`src/hw/rtl/pbc_pkg.sv`:
```
// ----------------------------------------------------------------------------
// PEM bundle checker package
// Shared types, status codes, marker text and per-byte line helpers used by
// the scanner core and the top level.
// ----------------------------------------------------------------------------
package pbc_pkg;

    // Marker and pattern lengths in bytes.
    localparam int BeginLen = 27;
    localparam int EndLen   = 25;
    localparam int KeyLen   = 11;
    localparam int DashLen  = 5;

    // Marker text, first character in the highest byte.
    localparam logic [8*BeginLen-1:0] BeginText = "-----BEGIN CERTIFICATE-----";
    localparam logic [8*EndLen-1:0]   EndText   = "-----END CERTIFICATE-----";
    localparam logic [8*KeyLen-1:0]   KeyText   = "PRIVATE KEY";

    // Special byte values.
    localparam logic [7:0] LfByte     = 8'h0A;
    localparam logic [7:0] CrByte     = 8'h0D;
    localparam logic [7:0] DashByte   = 8'h2D;
    localparam logic [7:0] KeyFirst   = 8'h50;
    localparam logic [7:0] SpaceByte  = 8'h20;
    localparam logic [7:0] DelByte    = 8'h7F;

    // Saturation limits of the byte and line counters.
    localparam logic [10:0] LineSat  = 11'h7FF;
    localparam logic [16:0] TotalSat = 17'h1FFFF;

    // Configuration register reset values.
    localparam logic [15:0] MaxBytesReset = 16'd4096;
    localparam logic [3:0]  MaxCertsReset = 4'd3;
    localparam logic [9:0]  MaxLineReset  = 10'd64;

    // Configuration register indexes (byte address divided by four).
    typedef enum logic [1:0] {
        REG_MAX_BYTES = 2'd0,
        REG_MAX_CERTS = 2'd1,
        REG_MAX_LINE  = 2'd2
    } reg_index_t;

    // Result status codes; STATUS_OK also means no line error recorded.
    typedef enum logic [3:0] {
        STATUS_OK           = 4'd0,
        STATUS_EMPTY        = 4'd1,
        STATUS_TOO_LONG     = 4'd2,
        STATUS_BAD_CHAR     = 4'd3,
        STATUS_NOT_CERT     = 4'd4,
        STATUS_PRIVATE_KEY  = 4'd5,
        STATUS_TOO_MANY     = 4'd6,
        STATUS_BAD_BASE64   = 4'd7,
        STATUS_UNTERMINATED = 4'd8,
        STATUS_NO_CERT      = 4'd9
    } status_t;

    // Configuration values handed to the scanner.
    typedef struct packed {
        logic [15:0] max_bytes;
        logic [3:0]  max_certs;
        logic [9:0]  max_line;
    } cfg_t;

    // One result of a closed bundle.
    typedef struct packed {
        status_t    status;
        logic [3:0] count;
    } result_t;

    // Running state of the current line.
    typedef struct packed {
        logic [10:0] len;
        logic        f_begin;
        logic        f_end;
        logic        f_dash;
        logic        f_b64;
    } line_state_t;

    localparam line_state_t LineReset = '{len: 11'd0, f_begin: 1'b1, f_end: 1'b1,
                                          f_dash: 1'b1, f_b64: 1'b1};

    // Character of the BEGIN marker at a line position.
    function automatic logic [7:0] begin_char(logic [10:0] p);
        logic [7:0] r;
        r = 8'h00;
        if (p < 11'(BeginLen))
        begin
            r = BeginText[8*(BeginLen-1-int'(p)) +: 8];
        end
        return r;
    endfunction

    // Character of the END marker at a line position.
    function automatic logic [7:0] end_char(logic [10:0] p);
        logic [7:0] r;
        r = 8'h00;
        if (p < 11'(EndLen))
        begin
            r = EndText[8*(EndLen-1-int'(p)) +: 8];
        end
        return r;
    endfunction

    // Character of the private key pattern at a match position.
    function automatic logic [7:0] key_char(logic [3:0] p);
        logic [7:0] r;
        r = 8'h00;
        if (p < 4'(KeyLen))
        begin
            r = KeyText[8*(KeyLen-1-int'(p)) +: 8];
        end
        return r;
    endfunction

    // Base64 alphabet plus padding.
    function automatic logic is_b64(logic [7:0] c);
        return c inside {[8'h41:8'h5A], [8'h61:8'h7A], [8'h30:8'h39],
                         8'h2B, 8'h2F, 8'h3D};
    endfunction

    // Append one byte to the current line and narrow the match flags.
    function automatic line_state_t add_line_byte(line_state_t s, logic [7:0] c);
        line_state_t r;
        r = s;
        if (s.len >= 11'(BeginLen) || c != begin_char(s.len))
        begin
            r.f_begin = 1'b0;
        end
        if (s.len >= 11'(EndLen) || c != end_char(s.len))
        begin
            r.f_end = 1'b0;
        end
        if (s.len < 11'(DashLen) && c != DashByte)
        begin
            r.f_dash = 1'b0;
        end
        if (!is_b64(c))
        begin
            r.f_b64 = 1'b0;
        end
        if (s.len != LineSat)
        begin
            r.len = s.len + 11'd1;
        end
        return r;
    endfunction

endpackage

```
`src/hw/rtl/pbc_scan.sv`:
```
// ----------------------------------------------------------------------------
// PEM bundle scanner core
// Holds the per-bundle state and applies one text transaction per step;
// the status of a closing transaction is presented combinationally.
// ----------------------------------------------------------------------------
module pbc_scan
(
    input  logic             clk,
    input  logic             rst_n,
    input  logic             step,
    input  logic [7:0]       text_byte,
    input  logic             has_byte,
    input  logic             closing,
    input  pbc_pkg::cfg_t    cfg,
    output pbc_pkg::result_t result
);

    // Bundle state.
    logic [16:0]          byte_total_reg,  byte_total_next;
    logic                 bad_char_reg,    bad_char_next;
    logic [3:0]           key_pos_reg,     key_pos_next;
    logic                 key_seen_reg,    key_seen_next;
    logic                 inside_reg,      inside_next;
    logic [3:0]           cert_total_reg,  cert_total_next;
    logic                 body_seen_reg,   body_seen_next;
    pbc_pkg::line_state_t line_reg,        line_next;
    logic                 pending_cr_reg,  pending_cr_next;
    pbc_pkg::status_t     first_error_reg, first_error_next;

    // Line completion terms.
    logic                 do_finish;
    pbc_pkg::line_state_t done_line;
    logic                 is_begin;
    logic                 is_end;
    logic                 is_dash;

    // Per-transaction update, following the byte through the line logic.
    always_comb
    begin
        byte_total_next  = byte_total_reg;
        bad_char_next    = bad_char_reg;
        key_pos_next     = key_pos_reg;
        key_seen_next    = key_seen_reg;
        inside_next      = inside_reg;
        cert_total_next  = cert_total_reg;
        body_seen_next   = body_seen_reg;
        line_next        = line_reg;
        pending_cr_next  = pending_cr_reg;
        first_error_next = first_error_reg;
        do_finish        = 1'b0;

        if (has_byte)
        begin
            if (byte_total_reg != pbc_pkg::TotalSat)
            begin
                byte_total_next = byte_total_reg + 17'd1;
            end
            if (text_byte != pbc_pkg::LfByte && text_byte != pbc_pkg::CrByte &&
                (text_byte < pbc_pkg::SpaceByte || text_byte >= pbc_pkg::DelByte))
            begin
                bad_char_next = 1'b1;
            end

            // Private key pattern search over the raw bytes.
            if (key_pos_reg < 4'(pbc_pkg::KeyLen) &&
                text_byte == pbc_pkg::key_char(key_pos_reg))
            begin
                key_pos_next = key_pos_reg + 4'd1;
                if (key_pos_next == 4'(pbc_pkg::KeyLen))
                begin
                    key_seen_next = 1'b1;
                    key_pos_next  = 4'd0;
                end
            end
            else
            begin
                key_pos_next = (text_byte == pbc_pkg::KeyFirst) ? 4'd1 : 4'd0;
            end

            // A held CR becomes a line byte unless an LF follows it.
            if (text_byte == pbc_pkg::LfByte)
            begin
                do_finish = 1'b1;
            end
            else if (text_byte == pbc_pkg::CrByte)
            begin
                if (pending_cr_reg)
                begin
                    line_next = pbc_pkg::add_line_byte(line_next, pbc_pkg::CrByte);
                end
                pending_cr_next = 1'b1;
            end
            else
            begin
                if (pending_cr_reg)
                begin
                    line_next = pbc_pkg::add_line_byte(line_next, pbc_pkg::CrByte);
                end
                pending_cr_next = 1'b0;
                line_next = pbc_pkg::add_line_byte(line_next, text_byte);
            end
        end

        // An unterminated last line is checked at the close.
        if (closing && byte_total_next != 17'd0 &&
            (line_next.len != 11'd0 || pending_cr_next))
        begin
            do_finish = 1'b1;
        end

        done_line = line_next;
        is_begin  = done_line.f_begin && done_line.len == 11'(pbc_pkg::BeginLen);
        is_end    = done_line.f_end && done_line.len == 11'(pbc_pkg::EndLen);
        is_dash   = done_line.f_dash && done_line.len >= 11'(pbc_pkg::DashLen);

        // Classify the completed line; only the first error is kept.
        if (do_finish)
        begin
            line_next       = pbc_pkg::LineReset;
            pending_cr_next = 1'b0;
            if (first_error_next == pbc_pkg::STATUS_OK)
            begin
                if (done_line.len == 11'd0)
                begin
                    if (inside_next)
                    begin
                        first_error_next = pbc_pkg::STATUS_BAD_BASE64;
                    end
                end
                else if (!inside_next)
                begin
                    if (!is_begin)
                    begin
                        first_error_next = pbc_pkg::STATUS_NOT_CERT;
                    end
                    else if (cert_total_next == cfg.max_certs)
                    begin
                        first_error_next = pbc_pkg::STATUS_TOO_MANY;
                    end
                    else
                    begin
                        cert_total_next = cert_total_next + 4'd1;
                        inside_next     = 1'b1;
                        body_seen_next  = 1'b0;
                    end
                end
                else if (is_end)
                begin
                    if (!body_seen_next)
                    begin
                        first_error_next = pbc_pkg::STATUS_BAD_BASE64;
                    end
                    else
                    begin
                        inside_next = 1'b0;
                    end
                end
                else if (is_dash)
                begin
                    first_error_next = pbc_pkg::STATUS_NOT_CERT;
                end
                else if (done_line.len > {1'b0, cfg.max_line} || !done_line.f_b64)
                begin
                    first_error_next = pbc_pkg::STATUS_BAD_BASE64;
                end
                else
                begin
                    body_seen_next = 1'b1;
                end
            end
        end
    end

    // Final status in priority order.
    always_comb
    begin
        result.count = 4'd0;
        if (byte_total_next == 17'd0)
        begin
            result.status = pbc_pkg::STATUS_EMPTY;
        end
        else if (byte_total_next > {1'b0, cfg.max_bytes})
        begin
            result.status = pbc_pkg::STATUS_TOO_LONG;
        end
        else if (bad_char_next)
        begin
            result.status = pbc_pkg::STATUS_BAD_CHAR;
        end
        else if (key_seen_next)
        begin
            result.status = pbc_pkg::STATUS_PRIVATE_KEY;
        end
        else if (first_error_next != pbc_pkg::STATUS_OK)
        begin
            result.status = first_error_next;
        end
        else if (inside_next)
        begin
            result.status = pbc_pkg::STATUS_UNTERMINATED;
        end
        else if (cert_total_next == 4'd0)
        begin
            result.status = pbc_pkg::STATUS_NO_CERT;
        end
        else
        begin
            result.status = pbc_pkg::STATUS_OK;
            result.count  = cert_total_next;
        end
    end

    // State registers; a closing transaction returns them to the start state.
    always_ff @(posedge clk or negedge rst_n)
    begin
        if (!rst_n)
        begin
            byte_total_reg  <= 17'd0;
            bad_char_reg    <= 1'b0;
            key_pos_reg     <= 4'd0;
            key_seen_reg    <= 1'b0;
            inside_reg      <= 1'b0;
            cert_total_reg  <= 4'd0;
            body_seen_reg   <= 1'b0;
            line_reg        <= pbc_pkg::LineReset;
            pending_cr_reg  <= 1'b0;
            first_error_reg <= pbc_pkg::STATUS_OK;
        end
        else if (step)
        begin
            if (closing)
            begin
                byte_total_reg  <= 17'd0;
                bad_char_reg    <= 1'b0;
                key_pos_reg     <= 4'd0;
                key_seen_reg    <= 1'b0;
                inside_reg      <= 1'b0;
                cert_total_reg  <= 4'd0;
                body_seen_reg   <= 1'b0;
                line_reg        <= pbc_pkg::LineReset;
                pending_cr_reg  <= 1'b0;
                first_error_reg <= pbc_pkg::STATUS_OK;
            end
            else
            begin
                byte_total_reg  <= byte_total_next;
                bad_char_reg    <= bad_char_next;
                key_pos_reg     <= key_pos_next;
                key_seen_reg    <= key_seen_next;
                inside_reg      <= inside_next;
                cert_total_reg  <= cert_total_next;
                body_seen_reg   <= body_seen_next;
                line_reg        <= line_next;
                pending_cr_reg  <= pending_cr_next;
                first_error_reg <= first_error_next;
            end
        end
    end

endmodule

```
`config.mk`:
```
export PLATFORM = sky130hd
export DESIGN_NAME = pbc_scan
export DESIGN_NICKNAME = d
export VERILOG_FILES = /design/src/hw/rtl/pbc_pkg.sv /design/src/hw/rtl/pbc_scan.sv
export SDC_FILE = /design/constraint.sdc
export NUM_CORES = 1
export LEC_CHECK = 0
export BUFFER_PORTS_ARGS = -buffer_cell sky130_fd_sc_hd__buf_2
export CAP_MARGIN = 20
export CORE_MARGIN = 2
export CORE_UTILIZATION = 60
export DETAILED_ROUTE_END_ITERATION = 10
export GPL_ROUTABILITY_DRIVEN = 0
export PLACE_DENSITY = 0.79
export SYNTH_ARGS = -nofsm -noshare
export SYNTH_HDL_FRONTEND = slang
export SYNTH_SLANG_ARGS = --single-unit
```
`constraint.sdc`:
```
create_clock -name clk -period 17.6 [get_ports clk]
set_input_delay 1.76 -clock clk [delete_from_list [all_inputs] [get_ports clk]]
set_output_delay 1.76 -clock clk [all_outputs]
set_load 0.05 [all_outputs]
```
==> summary.txt <==
Drt
  • Routed vias: 9,109
  • WL met3: between 2000 and 2500 µm
  • Antenna-violating nets left: 0
  • Drt drc: 0
  • Avg WL per Cell: between 15 and 20 µm
  • Top sig layer: met4
  • Via/cell ratio: roughly 7.1
  • Met2 wire length: approximately 11,000 µm
  • WL final: between 20,000 and 25,000 µm
  • DRT Pass-1 Iters: 6
  • Detailed Route Iter0 Violations: approximately 1,400
  • Met1 WL: 10,300 µm

CTS
  • Post-cts resize count: 0
  • Maximum level of the CTS H-tree: 2
  • Clk Latency, worst-skew pair: 290 ps
  • Cts hold-fix bufs: 0
  • Clk sinks: 49
  • TritonCTS clock tree: built
  • Longest Clk Path Bufs: 2
  • TritonCTS Buffers: 5
  • Worst-path clk slew: ~80 ps
  • Root Driver: clkbuf_16
  • Post-CTS setup buffers: 0

Cells and area
  • Area Growth Syn to Fin: 3.57%
  • Largest register FFs: 17
  • # fillers: 1,214
  • Sequential cell area: 0.00123 mm²
  • Share of layout cells above drive strength 1: 0.108
  • Non-filler instance count after layout: 1,282
  • Nets: between 1,000 and 1,500
  • Area of the multi-input gates: approximately 0.0062 mm²
  • Design area: about 0.0084 mm²
  • N_diodes: 0

Die
  • Die extent in x: about 120 µm
  • Core Region: about 0.013 mm²
  • Die area: between 0.01 and 0.015 mm²
  • Initial core utilization: 0.613
  • Io pins: slightly above 50
  • FP Rows: 42
  • Die Span Y: 120 µm

Logic synthesis
  • Seq cells post-synth: approximately 50
  • Top_reg_cell synth: dfrtp_1
  • Post-Syn Nets: around 1,200
  • Async SR Flop Fraction: 1.00
  • Post-synth EDFFs: 0
  • Post-synth top area cell: dfrtp_1
  • Post-Syn Area: ~0.0081 mm²
  • Largest cells by area after synthesis: dfrtp_1 14%, ha_1 5.4%, a21oi_1 5.0%
  • Syn avg cell area: between 7 and 8 µm²
  • Synth top area share: 0.139
  • Netlist cell types: roughly 100
  • Post-Syn Instances: roughly 1,100
  • Number of synthesis warnings: 0
  • Sequential fraction of the synthesis area: 0.152

Worst setup path
  • CP required: ~16,000 ps
  • Worst-path fanout max: 23
  • Crit path launch type: flop
  • Setup CP Type: reg2out
  • Arrival time at the worst endpoint: 8570 ps
  • Endpoint type of the worst setup path: primary output

Placed design
  • Post-DP HPWL: between 15,000 and 20,000 µm
  • Setup slack at placement: ~7800 ps
  • # placed instances: ~1,300
  • Port bufs: 50
  • Area after DPL: slightly above 0.008 mm²

Pwr
  • Switch share: 0.427
  • Psw: roughly 180 µW
  • Power Internal: 239 µW
  • Clock power frac: 0.241
  • Sequential share of power: 0.300
  • Logic pwr share: 0.458
  • Lkg Pwr: between 0.003 and 0.004 µW
  • Power per cell area: about 50 mW/mm²
  • VDD IR max: roughly 41 µV

Global routing
  • GR Overflow Total: 0
  • Initial antenna violation count: 0
  • GRT Total Usage: 0.334
  • Vias in the first global route: about 8,100
  • First-pass GRT wire length: between 40,000 and 50,000 µm
  • Largest net degree at the start of global routing: 50

STA
  • Worst Max-Slew Pin Slew: around 1200 ps
  • Setup violators final: 0
  • Tcrit/Tclk final: 0.587
  • FMAX: a little under 100 MHz
  • Worst Hold Margin: ~500 ps
  • Slew Limit Fails: 0
  • Layout Skew: about 12 ps
  • Setup TNS: 0 ps
  • RSZ-0062 raised after global routing: no
  • Fin. Hold Viols: 0
  • Max-slew headroom: 0.219
  • Post-route minimum period: between 10,000 and 15,000 ps
  • Final WS setup: 7270 ps

Flow run
  • MaxCap Viol Count: 0

Min path
  • Hold WC Path Type: reg2reg

Run status
  • Outcome: completed
-- synth_stat cells, types with 26 or more instances --
cell type,count
o21ai_0,65
nand2_1,104
ha_1,35
buf_2,26
a21oi_1,80
nor3_1,29
dfrtp_1,45
clkbuf_1,61
nand4_1,42
inv_1,53
nor2_1,83
nand3_1,35
xnor2_1,43
-- cell families after synthesis --
family	share of synthesized area
mux	0.0180
flops	0.152
buf+inv	0.0788
simple gates	0.298
compound gates	0.339
fa+ha+maj	0.0542
xor+xnor	0.0602
-- cell type report --
cell class,instances,share of cell area
Tap cell,176,0.0263
Multi-Input combinational cell,931,0.742
Inverter,59,0.0264
Timing Repair Buffer,59,0.0388
Sequential cell,49,0.147
Clock buffer,5,0.0149
Clock inverter,3,0.00403
-- through the flow --
step / power [µW] / util
3_5_place_dp: 311 / 0.622
5_1_grt: 440 / 0.635
4_1_cts: 412 / 0.634
2_1_floorplan: 268 / -
6_report: 418 / 0.635
3_3_place_gp: 310 / 0.622
-- metal layers --
metal | GRT usage | vias up
met1 | 0.456 | 4166
met4 | 0.126 | 0
met2 | 0.527 | 550
met5 | 0 | -
met3 | 0.0580 | 120
li1 | - | 4273
-- worst paths after layout --
| check | cells past startpoint | startpoint | to | slack (ps) |
|---|---|---|---|---|
| worst max register to register | 23 | line_reg[4] | first_error_reg[1] | 10070 |
| worst min-delay path | 2 | line_reg[2] | line_reg[2] | 500 |
| max in group asynchronous | 2 | rst_n | byte_total_reg[5] | 15600 |
| worst min register to register | 2 | line_reg[2] | line_reg[2] | 500 |
| worst max-delay path | 23 | line_reg[4] | result[3] | 7270 |
| min in group asynchronous | 2 | rst_n | byte_total_reg[10] | 1570 |
-- worst max-delay path, stage by stage, from the launching register on --
cell	delay [ps]
dfrtp_1	680
ha_1	720
nand4_2	350
o32a_1	450
nand2_1	570
ha_1	600
o21ai_1	310
nor3_1	610
a21oi_1	160
a221oi_2	650
ha_1	260
nor2b_1	50
o21a_1	160
o21a_1	150
o21ai_0	140
nand2b_1	70
a21oi_1	130
o21ai_0	100
a211oi_1	450
nand4_1	160
o211a_1	270
or4_1	600
nor4b_1	320
buf_2	310
-- cell usage in the layout, fill, tap and decap left out, types with 12 or more instances in the layout --
| cell | count |
|---|---|
| a21o_1 | 17 |
| a21oi_1 | 80 |
| a22o_1 | 15 |
| a31oi_1 | 23 |
| and2_1 | 21 |
| and4_1 | 13 |
| buf_2 | 50 |
| dfrtp_1 | 45 |
| ha_1 | 35 |
| inv_1 | 53 |
| nand2_1 | 104 |
| nand3_1 | 35 |
| nand4_1 | 42 |
| nor2_1 | 83 |
| nor3_1 | 29 |
| nor4_1 | 20 |
| o211ai_1 | 12 |
| o21ai_0 | 65 |
| o22ai_1 | 19 |
| o31ai_1 | 19 |
| xnor2_1 | 43 |
-- power by group through the flow --
stage | Sequential (µW) | Combinational [µW] | Clock (µW)
after global placement | 127 | 183 | 0
after CTS | 125 | 185 | 102
after detailed placement | 127 | 184 | 0
final | 126 | 192 | 101
after global routing | 126 | 207 | 106
after floorplan | 121 | 147 | 0
Power figures use the tool's default switching activity.
